===== src/rtl/core/midi_channel_mixer_defines.svh =====
// Assertion macros used by the mixer sequencer RTL.
`ifndef MIDI_CHANNEL_MIXER_DEFINES_SVH
`define MIDI_CHANNEL_MIXER_DEFINES_SVH

// Same-cycle implication, checked out of reset.
`define MCM_ASSERT_NOW(label, ante, cons) \
    label: assert property (@(posedge clk) disable iff (!rst_n) (ante) |-> (cons)) \
        else $error("mixer check failed");

// Next-cycle implication, checked out of reset.
`define MCM_ASSERT_NEXT(label, ante, cons) \
    label: assert property (@(posedge clk) disable iff (!rst_n) (ante) |=> (cons)) \
        else $error("mixer check failed");

`endif


===== src/rtl/core/mcm_pkg.sv =====
// Types and constants for the MIDI channel mixer.
`default_nettype none

package mcm_pkg;

    localparam int CHAN_W = 4;
    localparam int VAL_W  = 7;
    localparam int KIND_W = 3;

    localparam logic [KIND_W-1:0] KIND_FADER   = 3'd0;
    localparam logic [KIND_W-1:0] KIND_KNOB    = 3'd1;
    localparam logic [KIND_W-1:0] KIND_SOLO    = 3'd2;
    localparam logic [KIND_W-1:0] KIND_MUTE    = 3'd3;
    localparam logic [KIND_W-1:0] KIND_VOLUME  = 3'd4;
    localparam logic [KIND_W-1:0] KIND_BALANCE = 3'd5;

    localparam logic [VAL_W-1:0] VALUE_MAX  = 7'h7f;
    localparam logic [VAL_W-1:0] VALUE_MID  = 7'h40;
    localparam logic [VAL_W-1:0] FADER_OFF  = 7'h00;

    typedef struct packed {
        logic [KIND_W-1:0] kind;
        logic [CHAN_W-1:0] chan_index;
        logic [VAL_W-1:0]  value;
    } in_item_t;

    typedef struct packed {
        logic [CHAN_W-1:0] out_chan;
        logic              is_balance;
        logic [VAL_W-1:0]  out_value;
        logic              last;
    } out_item_t;

    typedef struct packed {
        logic              load;
        logic              step;
        logic              emit;
        logic              last;
        logic              on;
        logic              self_chan;
        logic [KIND_W-1:0] op;
        logic [CHAN_W-1:0] idx;
    } mcm_cmd_t;

endpackage

`default_nettype wire


===== src/rtl/core/midi_channel_mixer.sv =====
// Top level of the MIDI channel mixer.
//
// Usage: drive in_item and raise start; the item is taken at a rising edge
// with start high and busy low. Each result appears on result for exactly
// one cycle with result_valid high; the receiver cannot stall it.
// Fader, knob, mute, player volume and player balance items give one result
// after acceptance (step, weigh, present) and keep busy high through the
// sequencer's step and emit states. A solo item steps every channel and
// emits a result for every channel but the soloed one, so busy stays high
// until the walk reaches the top channel. The last result of an item carries last.
// Items with an unknown kind or a channel at or beyond NUM_CHANNELS are
// dropped with no result. Reset returns faders and saves to 0, requested
// volumes to 127 and knobs and requested balances to 64.
`default_nettype none

module midi_channel_mixer
    import mcm_pkg::*;
#(
    parameter int NUM_CHANNELS = 16
) (
    input  wire logic clk,
    input  wire logic rst_n,
    input  wire logic start,
    input  in_item_t  in_item,
    output logic      busy,
    output out_item_t result,
    output logic      result_valid
);

    mcm_cmd_t cmd;

    mcm_ctrl #(
        .NUM_CHANNELS(NUM_CHANNELS)
    ) u_ctrl (
        .clk     (clk),
        .rst_n   (rst_n),
        .start   (start),
        .in_item (in_item),
        .busy    (busy),
        .cmd     (cmd)
    );

    mcm_datapath #(
        .NUM_CHANNELS(NUM_CHANNELS)
    ) u_datapath (
        .clk          (clk),
        .rst_n        (rst_n),
        .in_item      (in_item),
        .cmd          (cmd),
        .result       (result),
        .result_valid (result_valid)
    );

endmodule

`default_nettype wire


===== src/rtl/core/mcm_ctrl.sv =====
// Sequencer for the mixer: accepts items and walks channels for solo.
`default_nettype none
`include "midi_channel_mixer_defines.svh"

module mcm_ctrl
    import mcm_pkg::*;
#(
    parameter int NUM_CHANNELS = 16
) (
    input  wire logic     clk,
    input  wire logic     rst_n,
    input  wire logic     start,
    input  in_item_t      in_item,
    output logic          busy,
    output mcm_cmd_t      cmd
);

    localparam logic [CHAN_W:0]   NUM_CH_L = (CHAN_W + 1)'(NUM_CHANNELS);
    localparam logic [CHAN_W-1:0] LAST_CH  = CHAN_W'(NUM_CHANNELS - 1);
    localparam logic [CHAN_W-1:0] PREV_CH  = CHAN_W'(NUM_CHANNELS - 2);

    typedef enum logic [1:0] {ST_IDLE, ST_STEP, ST_EMIT} state_t;

    state_t            state_reg, state_next;
    logic [CHAN_W-1:0] k_reg, k_next;
    logic [CHAN_W-1:0] ch_reg, ch_next;
    logic [KIND_W-1:0] op_reg, op_next;
    logic              on_reg, on_next;

    logic accept;
    logic item_ok;
    logic is_solo;
    logic last_emit;
    logic walk_done;

    assign accept  = start && (state_reg == ST_IDLE);
    assign item_ok = (in_item.kind <= KIND_BALANCE)
                     && ({1'b0, in_item.chan_index} < NUM_CH_L);
    assign is_solo = (op_reg == KIND_SOLO);
    assign last_emit = !is_solo || (k_reg == LAST_CH)
                       || ((k_reg == PREV_CH) && (ch_reg == LAST_CH));
    // solo still steps the soloed top channel after its last result
    assign walk_done = !is_solo || (k_reg == LAST_CH);

    always_comb
    begin
        state_next = state_reg;
        k_next     = k_reg;
        ch_next    = ch_reg;
        op_next    = op_reg;
        on_next    = on_reg;
        unique case (state_reg)
            ST_IDLE:
            begin
                if (accept && item_ok)
                begin
                    state_next = ST_STEP;
                    ch_next    = in_item.chan_index;
                    op_next    = in_item.kind;
                    on_next    = in_item.value[0];
                    k_next     = (in_item.kind == KIND_SOLO) ? '0 : in_item.chan_index;
                end
            end
            ST_STEP:
            begin
                if (is_solo && (k_reg == ch_reg))
                begin
                    if (k_reg == LAST_CH)
                    begin
                        state_next = ST_IDLE;
                    end
                    else
                    begin
                        k_next = k_reg + 1'b1;
                    end
                end
                else
                begin
                    state_next = ST_EMIT;
                end
            end
            ST_EMIT:
            begin
                if (walk_done)
                begin
                    state_next = ST_IDLE;
                end
                else
                begin
                    state_next = ST_STEP;
                    k_next     = k_reg + 1'b1;
                end
            end
            default:
            begin
                state_next = ST_IDLE;
            end
        endcase
    end

    always_ff @(posedge clk or negedge rst_n)
    begin
        if (!rst_n)
        begin
            state_reg <= ST_IDLE;
            k_reg     <= '0;
            ch_reg    <= '0;
            op_reg    <= KIND_FADER;
            on_reg    <= 1'b0;
        end
        else
        begin
            state_reg <= state_next;
            k_reg     <= k_next;
            ch_reg    <= ch_next;
            op_reg    <= op_next;
            on_reg    <= on_next;
        end
    end

    assign busy = (state_reg != ST_IDLE);

    always_comb
    begin
        cmd.load      = accept;
        cmd.step      = (state_reg == ST_STEP);
        cmd.emit      = (state_reg == ST_EMIT);
        cmd.last      = last_emit;
        cmd.on        = on_reg;
        cmd.self_chan = (k_reg == ch_reg);
        cmd.op        = op_reg;
        cmd.idx       = k_reg;
    end

    `MCM_ASSERT_NEXT(a_accept_steps, accept && item_ok, state_reg == ST_STEP)
    `MCM_ASSERT_NEXT(a_last_ends, (state_reg == ST_EMIT) && walk_done, state_reg == ST_IDLE)
    `MCM_ASSERT_NOW(a_single_last, (state_reg == ST_EMIT) && !is_solo, last_emit)
    `MCM_ASSERT_NOW(a_solo_skip_self, (state_reg == ST_EMIT) && is_solo, k_reg != ch_reg)

endmodule

`default_nettype wire


===== src/rtl/core/mcm_datapath.sv =====
// Channel state registers, volume and balance weighting, result register.
`default_nettype none

module mcm_datapath
    import mcm_pkg::*;
#(
    parameter int NUM_CHANNELS = 16
) (
    input  wire logic clk,
    input  wire logic rst_n,
    input  in_item_t  in_item,
    input  mcm_cmd_t  cmd,
    output out_item_t result,
    output logic      result_valid
);

    localparam int IDX_W = (NUM_CHANNELS > 1) ? $clog2(NUM_CHANNELS) : 1;

    logic [VAL_W-1:0] fader_reg      [NUM_CHANNELS];
    logic [VAL_W-1:0] solo_save_reg  [NUM_CHANNELS];
    logic [VAL_W-1:0] mute_save_reg  [NUM_CHANNELS];
    logic [VAL_W-1:0] req_vol_reg    [NUM_CHANNELS];
    logic [VAL_W-1:0] knob_reg       [NUM_CHANNELS];
    logic [VAL_W-1:0] req_bal_reg    [NUM_CHANNELS];

    logic [VAL_W-1:0]   val_reg;
    logic [2*VAL_W-1:0] product_reg;
    logic [VAL_W:0]     sum_reg;
    logic               bal_sel_reg;
    logic [CHAN_W-1:0]  chan_reg;
    out_item_t          result_reg;
    logic               valid_reg;

    logic [IDX_W-1:0] a;
    logic [VAL_W-1:0] f_cur, ss_cur, ms_cur, rv_cur, kn_cur, rb_cur;
    logic [VAL_W-1:0] f_new, ss_new, ms_new, rv_new, kn_new, rb_new;

    logic [VAL_W-1:0] q0;
    logic [VAL_W:0]   rem;
    logic [VAL_W-1:0] vol_out;
    logic [VAL_W-1:0] bal_out;

    assign a      = cmd.idx[IDX_W-1:0];
    assign f_cur  = fader_reg[a];
    assign ss_cur = solo_save_reg[a];
    assign ms_cur = mute_save_reg[a];
    assign rv_cur = req_vol_reg[a];
    assign kn_cur = knob_reg[a];
    assign rb_cur = req_bal_reg[a];

    always_comb
    begin
        f_new  = f_cur;
        ss_new = ss_cur;
        ms_new = ms_cur;
        rv_new = rv_cur;
        kn_new = kn_cur;
        rb_new = rb_cur;
        unique case (cmd.op)
            KIND_FADER:   f_new  = val_reg;
            KIND_KNOB:    kn_new = val_reg;
            KIND_VOLUME:  rv_new = val_reg;
            KIND_BALANCE: rb_new = val_reg;
            KIND_MUTE:
            begin
                if (cmd.on)
                begin
                    ms_new = f_cur;
                    f_new  = FADER_OFF;
                end
                else
                begin
                    f_new = ms_cur;
                end
            end
            KIND_SOLO:
            begin
                if (cmd.on)
                begin
                    ss_new = f_cur;
                end
                if (!cmd.self_chan)
                begin
                    f_new = cmd.on ? FADER_OFF : ss_cur;
                end
            end
            default:
            begin
            end
        endcase
    end

    always_ff @(posedge clk or negedge rst_n)
    begin
        if (!rst_n)
        begin
            for (int i = 0; i < NUM_CHANNELS; i++)
            begin
                fader_reg[i]     <= FADER_OFF;
                solo_save_reg[i] <= FADER_OFF;
                mute_save_reg[i] <= FADER_OFF;
                req_vol_reg[i]   <= VALUE_MAX;
                knob_reg[i]      <= VALUE_MID;
                req_bal_reg[i]   <= VALUE_MID;
            end
        end
        else if (cmd.step)
        begin
            fader_reg[a]     <= f_new;
            solo_save_reg[a] <= ss_new;
            mute_save_reg[a] <= ms_new;
            req_vol_reg[a]   <= rv_new;
            knob_reg[a]      <= kn_new;
            req_bal_reg[a]   <= rb_new;
        end
    end

    // floor(p / 127): p = 128*q0 + low, so p - 127*q0 = low + q0 < 254
    assign q0      = product_reg[2*VAL_W-1:VAL_W];
    assign rem     = {1'b0, product_reg[VAL_W-1:0]} + {1'b0, q0};
    assign vol_out = (rem >= {1'b0, VALUE_MAX}) ? q0 + 1'b1 : q0;

    always_comb
    begin
        priority if (sum_reg < {1'b0, VALUE_MID})
        begin
            bal_out = '0;
        end
        else if (sum_reg > ({1'b0, VALUE_MAX} + {1'b0, VALUE_MID}))
        begin
            bal_out = VALUE_MAX;
        end
        else
        begin
            bal_out = VAL_W'(sum_reg - {1'b0, VALUE_MID});
        end
    end

    always_ff @(posedge clk)
    begin
        if (cmd.load)
        begin
            val_reg <= in_item.value;
        end
        if (cmd.step)
        begin
            product_reg <= f_new * rv_new;
            sum_reg     <= {1'b0, kn_new} + {1'b0, rb_new};
            bal_sel_reg <= (cmd.op == KIND_KNOB) || (cmd.op == KIND_BALANCE);
            chan_reg    <= cmd.idx;
        end
        if (cmd.emit)
        begin
            result_reg.out_chan   <= chan_reg;
            result_reg.is_balance <= bal_sel_reg;
            result_reg.out_value  <= bal_sel_reg ? bal_out : vol_out;
            result_reg.last       <= cmd.last;
        end
    end

    always_ff @(posedge clk or negedge rst_n)
    begin
        if (!rst_n)
        begin
            valid_reg <= 1'b0;
        end
        else
        begin
            valid_reg <= cmd.emit;
        end
    end

    assign result       = result_reg;
    assign result_valid = valid_reg;

endmodule

`default_nettype wire

===== config.mk =====
export PLATFORM = sky130hd
export DESIGN_NAME = midi_channel_mixer
export DESIGN_NICKNAME = d
export VERILOG_FILES = /design/src/rtl/core/mcm_pkg.sv /design/src/rtl/core/midi_channel_mixer.sv /design/src/rtl/core/mcm_ctrl.sv /design/src/rtl/core/mcm_datapath.sv
export VERILOG_INCLUDE_DIRS = /design/src /design/src/rtl/core
export SDC_FILE = /design/constraint.sdc
export NUM_CORES = 1
export LEC_CHECK = 0
export ABC_AREA = 1
export BUFFER_PORTS_ARGS = -buffer_cell sky130_fd_sc_hd__buf_2
export CORE_ASPECT_RATIO = 1.1
export CORE_MARGIN = 3
export CORE_UTILIZATION = 28
export DETAILED_ROUTE_END_ITERATION = 16
export PLACE_DENSITY_LB_ADDON = 0.2
export SYNTH_ARGS = -nofsm -noshare
export SYNTH_HDL_FRONTEND = slang
export SYNTH_SLANG_ARGS = --single-unit

===== constraint.sdc =====
create_clock -name clk -period 6.5 [get_ports clk]
set_input_delay 1.3 -clock clk [delete_from_list [all_inputs] [get_ports clk]]
set_output_delay 1.3 -clock clk [all_outputs]
set_load 0.03 [all_outputs]

==> After elaboration in Yosys (flattened, before gate mapping) <==
Cells that the tools add are included.
{ "classes": {"addsub": 5, "mul": 1, "n_lt_le_gt_ge": 6, "n_eq_ne": 17, "muxes": 52, "n_bitwise": 1, "reduce_logical": 16} }
{ "op_table": {"columns": ["operator", "count"], "rows": [
  ["bitwise mux 112 bit", 6],
  ["two-way mux 7 bit", 27],
  ["binary-select mux 7 bit (select 4 bit)", 6],
  ["demux 7 bit (select 4 bit)", 1],
  ["one-hot mux 7 bit (3 select lines)", 1],
  ["two-way mux 4 bit", 5],
  ["adder 7 x 7 -> 8 bit", 2],
  ["multiplier 7 x 7 -> 14 bit", 1],
  ["equality test 4 bit (second input constant)", 3],
  ["one-hot mux 4 bit (3 select lines)", 1],
  ["equality test 3 x 2 -> 1 bit (second input constant)", 3],
  ["greater-or-equal comparator 8 x 7 -> 1 bit (second input constant)", 1],
  ["> comparator 8 bit (second input constant)", 1],
  ["less-than comparator 8 x 7 -> 1 bit (second input constant)", 1],
  ["adder 7 x 1 -> 7 bit (second input constant)", 1],
  ["subtractor 7 bit (second input constant)", 1],
  ["equality test 3 bit (second input constant)", 2],
  ["two-way mux 2 bit", 3],
  ["inequality test 2 bit (second input constant)", 3],
  ["one-hot mux 2 bit (3 select lines)", 1],
  ["greater-or-equal comparator 5 bit (second input constant)", 1],
  ["logical AND 1 bit", 5],
  ["less-than comparator 5 x 1 -> 1 bit (second input constant)", 1],
  ["NOT 4 -> 5 bit", 1],
  ["17 further kinds", 20]
]} }
{ "totals": {"register_bits": 734, "input_bits": 17, "out_inout_bits": 15, "wordCells": 209} }

==> Depth between registers and ports, before layout <==
Gate-level depths: netlist of the first run.
{ "depth": {"depth_word": 8, "mapped_depth": 33, "depth_no_buf": 28} }

==> Modules after synthesis <==
From an unflattened synthesis of the first run, not the netlist that was laid out.
{ "unflattened": {"cells_unflattened": 4644, "area_unflattened_um2": 36521.3} }
{ "modules_own_cells": {"columns": ["mod", "instances", "cells_each", "area_each_um2", "seq_area_each_um2"], "rows": [
  ["mcm_datapath", 1, 4509, 35532.8, 18432.7],
  ["mcm_ctrl", 1, 135, 988.4, 350.3]
]} }

==> Worst setup path after synthesis of the first run <==
Ideal clock, no wire load.
{ "synth_timing": {"kind": "reg2reg", "from": "register u_ctrl.k_reg[0]", "to": "register u_datapath.product_reg[11] (data pin)", "setup_ns": 0.259, "t_arrival_ns": 5.217, "required_time_ns": 6.241, "path_slack_ns": 1.024, "stages_incl_launch_ff": 31, "n_path_buf": 6, "period_less_slack_ns": 5.476, "cell_sequence": "dfrtp_1 > buf_4 > inv_2 > buf_6 > buf_6 > buf_8 > buf_4 > nand2_1 > nand3_1 > nand2_1 > nand2_1 > nand2_1 > inv_1 > nand2_1 > nand3_1 > nand4_4 > buf_6 > nand3_1 > fa_1 > fa_1 > inv_1 > fa_1 > inv_1 > fa_1 > inv_1 > ha_1 > a21oi_1 > a21boi_0 > o21ai_0 > a31oi_1 > xnor2_1"} }
{ "synth_between": {"elab_chain_cells": 8, "elab_cells_between_ends": 20, "classes_between": "1 x mul; 1 x eq/ne; 17 x mux; 1 x bitwise"} }
{ "synth_rtl": {"columns": ["element", "line", "source"], "rows": [
  ["from (decl)", "mcm_ctrl.sv:25", "logic [CHAN_W-1:0] k_reg, k_next;"],
  ["from (signal assigned)", "mcm_ctrl.sv:114", "k_reg <= k_next;"],
  ["NOT 4 -> 5 bit (not written as such)", null, null],
  ["binary-select mux 7 bit (select 4 bit)", "mcm_datapath.sv:45", "assign ss_cur = solo_save_reg[a];"],
  ["two-way mux 7 bit (not written as such) (2 in series)", "mcm_datapath.sv:45", null],
  ["two-way mux 7 bit", "mcm_datapath.sv:84", "f_new = cmd.on ? FADER_OFF : ss_cur;"],
  ["two-way mux 7 bit", "mcm_datapath.sv:82", "if (!cmd.self_chan)"],
  ["one-hot mux 7 bit (3 select lines)", "mcm_datapath.sv:59", "unique case (cmd.op)"],
  ["multiplier 7 x 7 -> 14 bit *", "mcm_datapath.sv:147", "product_reg <= f_new * rv_new;"],
  ["to (signal assigned)", "mcm_datapath.sv:147", null],
  ["to (decl)", "mcm_datapath.sv:27", "logic [2*VAL_W-1:0] product_reg;"]
]} }
Every way passes the cells marked *; elsewhere a longest branch is shown, timed or not. The select of a mux whose other input is x is not followed.
A chain may end at the register's enable or synchronous reset.

==> Worst setup path after layout of the first run <==
Same ends and word-level chain as after synthesis.

==> results.tsv, run 1 <==
metric	value	unit
fillers	13700	
arrival	6.49	ns
grt_pass1_vias	29300	
syn-num-nets	4650	
status	completed	
drt_first_pass_iters	7	
cts_resized	0	
ctsRootBufferMaster	clkbuf_16	
drv_slew	0	
num_antenna_cells	0	
setup_viol	0	
synth_area_leader_cell	dfrtp_1	
worstSetupEndpointType	flip-flop	
drtAntennaViolNets	0	
final_common_cell	nand2_1	
avgRoutedWirePerCell	20.1	um
clk_pin_slew	0.05	ns
worst_pin_slew	1.12	ns
tritoncts	done	
port_buffers	31	
min_period_over_period	93.3	%
rsz0062_at_grt	no	
num_rows	138	
fin_crit	6.07	ns
slew_headroom	24.7	%
ios	32	
cap_violations	0	
yosysWarnings	0	
vias	30200	
synth_cell_types	41	
grt-ovfl-total	0	
initial_core_util	28.3	%
viasPerCell	4.86	
cts_buffers	88	
die-area	135000	sq um
hold_path.class	flip-flop to flip-flop	
synth_seq_area_share	51.5	%
grt.total_usage	18.5	%
max_freq	165	MHz
clk_latency	0.68	ns
drt_wl_total	125000	um
antenna_found_initial	2	
cts_setup_buffers	0	
clk_path_buf_depth	3	
hold_buffers	0	
drt-initial-drc-count	2591	
crit_type	flip-flop to flip-flop	
hold_viol	0	
die_w	350	um
grt_max_degree	147	
coreArea	129000	sq um
cp_max_fo	65	
setup_tns	0	ns
drc_errors	0	
fin_nets	4551	
dp_hpwl	71900	um
htreeDepth	3	
postSynthCellCount	4552	
finish.utilization	31.9	%
yosys.area.top_type_share	37.3	%
synth.avg_cell_area	8.01	sq um
grt_pass1_wl	191000	um
synth_area	36400	sq um
skew	0.0421	ns
startpoint_type	flip-flop	
synthTopCellsByArea	dfrtp_1 (37%), nand2_1 (15%), dfstp_2 (10%)	
place.gp.congestion	0.849	
layout_common_cells	nand2_1 (1496), o21ai_0 (732), dfrtp_1 (541), nor2_1 (343), inv_1 (271)	
ys_ff_latch	734	
area_delta_synth_final	12.7	%
layout-drive-gt1-share	10.0	%
cp.required	6.92	ns
die_y	384	um
cts.sinks	734	
## layout make-up
cell class              count  area [sq um]  share of cell area, %
multi-input cells        3204         15000                   36.5
flip-flops and latches    734         18800                   45.7
repair buffers            133          1240                   3.03
clock inverters            20           183                  0.445
inverters                 292          1130                   2.75
well taps                1680          2100                   5.12
clock buffers             137          2650                   6.44
## cells in the mapped netlist
library cell,count
buf_4,24
buf_2,77
nor2_2,4
a211oi_1,1
a21oi_1,45
buf_8,1
edfxtp_1,47
nand2_1,1496
a31oi_1,4
dfstp_2,144
o31ai_1,3
o31ai_4,2
nor2_1,344
clkbuf_2,1
nand4_1,26
xnor2_1,4
or3b_2,1
ha_1,55
nor3_2,1
nand2_2,3
o21bai_1,2
dfrtp_1,543
a21boi_0,2
o21ai_1,84
o21ai_0,734
inv_1,288
nand3_2,1
o211ai_1,1
buf_6,25
fa_1,26
nor3_1,3
o21ai_2,14
o22ai_1,80
xor2_1,21
nand3_1,240
clkbuf_1,194
inv_2,4
a21o_1,1
nand4_4,4
o211a_1,1
a41oi_1,1
## layer usage
layer	GRT usage, %	vias up	share of wire (%)
met3	2.33	169	4.2
met2	30.4	684	47
met5	0	-	0.024
met1	25.7	14800	46
met4	4.65	4	2.5
li1	-	14500	-
## worst paths after layout
kind	startpoint	endpoint	slack, ns	cells after the start
max	u_ctrl.k_reg[0]	u_datapath.product_reg[11]	0.43	25
min	u_datapath.chan_reg[1]	u_datapath.result[10]	0.44	0
max reg2reg	u_ctrl.k_reg[0]	u_datapath.product_reg[11]	0.43	25
min reg2reg	u_datapath.chan_reg[1]	u_datapath.result[10]	0.44	0
max in group asynchronous	rst_n	u_datapath.solo_save_reg[25]	4.45	2
min in group asynchronous	rst_n	u_datapath.knob_reg[7]	0.61	1
## worst max-delay path, cell delays in order (launching register included)
cell and delay [ns]:
dfrtp_4 0.54, inv_8 0.39, buf_12 0.26, buf_12 0.18
o21ai_0 0.11, nand2_1 0.07, nand2_1 0.05, nand2_1 0.08
inv_1 0.04, nand2_1 0.13, nand3_1 0.16, nand4_4 0.25
nand2_1 0.10, fa_1 0.46, fa_1 0.52, inv_1 0.06
fa_1 0.49, inv_1 0.05, fa_1 0.48, inv_1 0.04
ha_1 0.33, a21oi_1 0.21, a21boi_0 0.30, o21ai_0 0.20
a31oi_1 0.20, xnor2_1 0.09
## cells by family (layout without fill, tap and decap cells)
| family | count (synthesis) | in the layout | share of synthesized area, % |
|---|---|---|---|
| AOI/OAI and AO/OA | 975 | 975 | 14.0 |
| xor gates and xnor gates | 25 | 25 | 0.601 |
| adders and majority gates | 81 | 81 | 3.32 |
| buffers and inverters | 614 | 582 | 7.38 |
| DFF | 734 | 734 | 51.5 |
| and+or+nand+nor | 2123 | 2123 | 23.2 |
## per-stage QoR
stage          cells  setup WS, ns  hold WS (ns)  cell area, sq um
6_report        6200         0.433         0.439             41100
3_3_place_gp    6043         0.472         0.429             38300
3_5_place_dp    6043         0.417         0.413             38300
4_1_cts         6200         0.376         0.443             41100
2_1_floorplan   4552          1.02         0.400             36400
5_1_grt         6200         0.101         0.456             41100
Power of run 1 is not shown: default switching activity piles up to over one toggle a cycle in this logic, so the estimate is an artifact.
==> inputs of run 2 (changes only) <==
REMOVE_ABC_BUFFERS = 1   (was unset)
==> results.tsv, run 2 (synthesis results as in run 1) <==
metric	value	unit	change
status	completed		
startpoint_type	flip-flop		
finalNonFillerCells	6220		+0.32%
slowest_delay	0.55	ns	about the same
drt_first_pass_iters	5		-2
critPathBufInv	6		-1
port_buffers	31		unchanged
rsz0062_at_grt	no		
grt-ovfl-total	0		unchanged
antenna_found_initial	2		unchanged
hold_path.class	flip-flop to flip-flop		
ios	32		unchanged
fin_crit	6.03	ns	-0.0384 ns
min_period_over_period	92.7	%	-0.59 points
fin_nets	4570		+0.42%
cts_buffers	84		-4.5%
coreArea	129000	sq um	unchanged
die_w	350	um	unchanged
drc_errors	0		unchanged
hold_buffers	0		unchanged
r2r_cells	22		-12%
cts_resized	0		unchanged
clk_path_buf_depth	3		unchanged
avgRoutedWirePerCell	20.4	um	+1.7%
reg2reg_slack	0.47	ns	+0.04 ns
clk_pin_slew	0.05	ns	about the same
worst_pin_slew	1.17	ns	+0.0443 ns
hp-start	u_datapath.chan_reg[1]		
crit_type	flip-flop to flip-flop		
slew_headroom	22.2	%	-2.4 points
area_delta_synth_final	12.6	%	about the same
initial_core_util	28.3	%	unchanged
path_delay_family	adder cells		
rr_endpoint	u_datapath.product_reg[11]		
viasPerCell	4.87		+0.10%
cap_violations	0		unchanged
final_common_cell	nand2_1		
clk_latency	0.68	ns	about the same
holdPathEnd	u_datapath.result[10]		
hold_viol	0		unchanged
grt_pass1_wl	195000	um	+1.9%
dpl.cell_count	6066		+0.38%
drtAntennaViolNets	0		unchanged
num_rows	138		unchanged
slowest_stage	dfrtp_4		
tritoncts	done		
die-area	135000	sq um	unchanged
drt-initial-drc-count	2662		+2.7%
grt_max_degree	151		+2.7%
cp_max_fo	25		-62%
arrival	6.44	ns	-0.05 ns
cts.sinks	734		unchanged
die_y	384	um	unchanged
crit_chain	inv_6 > buf_4 > o21ai_1 > o22ai_1 > nand2_1 > nand4_1 > o21ai_1 > inv_1 > nand3_1 > fa_1 > fa_1 > inv_1 > fa_1 > inv_1 > fa_1 > inv_1 > ha_1 > a21oi_1 > a21boi_0 > o21ai_0 > a31oi_1 > xnor2_1		
cp.required	6.91	ns	about the same
cts_setup_buffers	0		unchanged
dp_hpwl	74700	um	+3.9%
vias	30300		+0.42%
grt.total_usage	19.0	%	+0.50 points
htreeDepth	3		unchanged
r2r-start	u_ctrl.k_reg[1]		
drv_slew	0		unchanged
hold_path_depth	0		unchanged
place.gp.congestion	0.833		-1.9%
num_antenna_cells	0		unchanged
grt_pass1_vias	30300		+3.3%
dp_slack	0.377	ns	-0.0398 ns
worst_slack	0.471	ns	+0.0384 ns
setup_viol	0		unchanged
layout-drive-gt1-share	10.6	%	+0.53 points
ctsRootBufferMaster	clkbuf_16		
worstSetupEndpointType	flip-flop		
skew	0.0275	ns	-0.0146 ns
drt_wl_total	127000	um	+2.0%
layout_common_cells	nand2_1 (1496), o21ai_0 (732), dfrtp_1 (541), nor2_1 (343), inv_1 (271)		
max_freq	166	MHz	+0.64%
==> run 2: cell count changes in the layout (fill, tap and decap cells not counted), moves of 2 or more <==
cell,change
buf_4,+31
clkbuf_8,+10
clkbuf_16,-7
inv_4,-2
buf_12,-8
clkinv_1,-6
==> run 2: worst max path at each step <==
stage / startpoint / to / slack [ns] / cells after the start
floorplan: u_ctrl.k_reg[0] / u_datapath.product_reg[11] / -8.99 / 21
finish: u_ctrl.k_reg[1] / u_datapath.product_reg[11] / 0.47 / 22
global placement: u_ctrl.k_reg[0] / u_datapath.product_reg[11] / 0.39 / 26
global route: u_ctrl.k_reg[1] / u_datapath.product_reg[11] / 0.05 / 24
detailed placement: u_ctrl.k_reg[0] / u_datapath.product_reg[11] / 0.38 / 26
CTS: u_ctrl.k_reg[0] / u_datapath.product_reg[11] / 0.33 / 26
==> run 2: per-layer routing <==
metal  track usage, %  vias up  share of wire (%)
li1                 -    14500                  -
met1             26.0    14900                 46
met2             31.8      720                 47
met3             2.10      155                4.6
met4             5.26        0                2.3
met5                0        -                  0
==> run 2: worst reg2reg max path, delay by kind of cell (launching register included) <==
family | cells | cell delay (ns)
XOR/XNOR | 1 | 0.08
adder cells (fa/ha/maj) | 5 | 2.32
buffers and inverters | 6 | 0.93
AND/OR/NAND/NOR | 3 | 0.50
AO/OA/AOI/OAI | 7 | 1.40
flip-flops | 1 | 0.55
==> run 2: final cells by class <==
type                       instances  area [sq um]
multi-input combinational       3204         15000
fill                           13800         87900
sequential                       734         18800
clock inverter                    13           106
timing repair buffer             156          1320
clock buffer                     141          2610
tap                             1680          2100
inverter                         292          1140
==> run 2: per-stage QoR <==
stage | util [%] | instance area [sq um] | hold slack, ns | TNS [ns]
2_1_floorplan | - | 34900 | 0.400 | -4064.09
3_3_place_gp | 29.7 | 38300 | 0.408 | 0
3_5_place_dp | 29.7 | 38300 | 0.409 | 0
4_1_cts | 31.8 | 41100 | 0.411 | 0
5_1_grt | 31.8 | 41100 | 0.422 | 0
6_report | 31.8 | 41100 | 0.410 | 0
Power of run 2 is left out for the same reason.
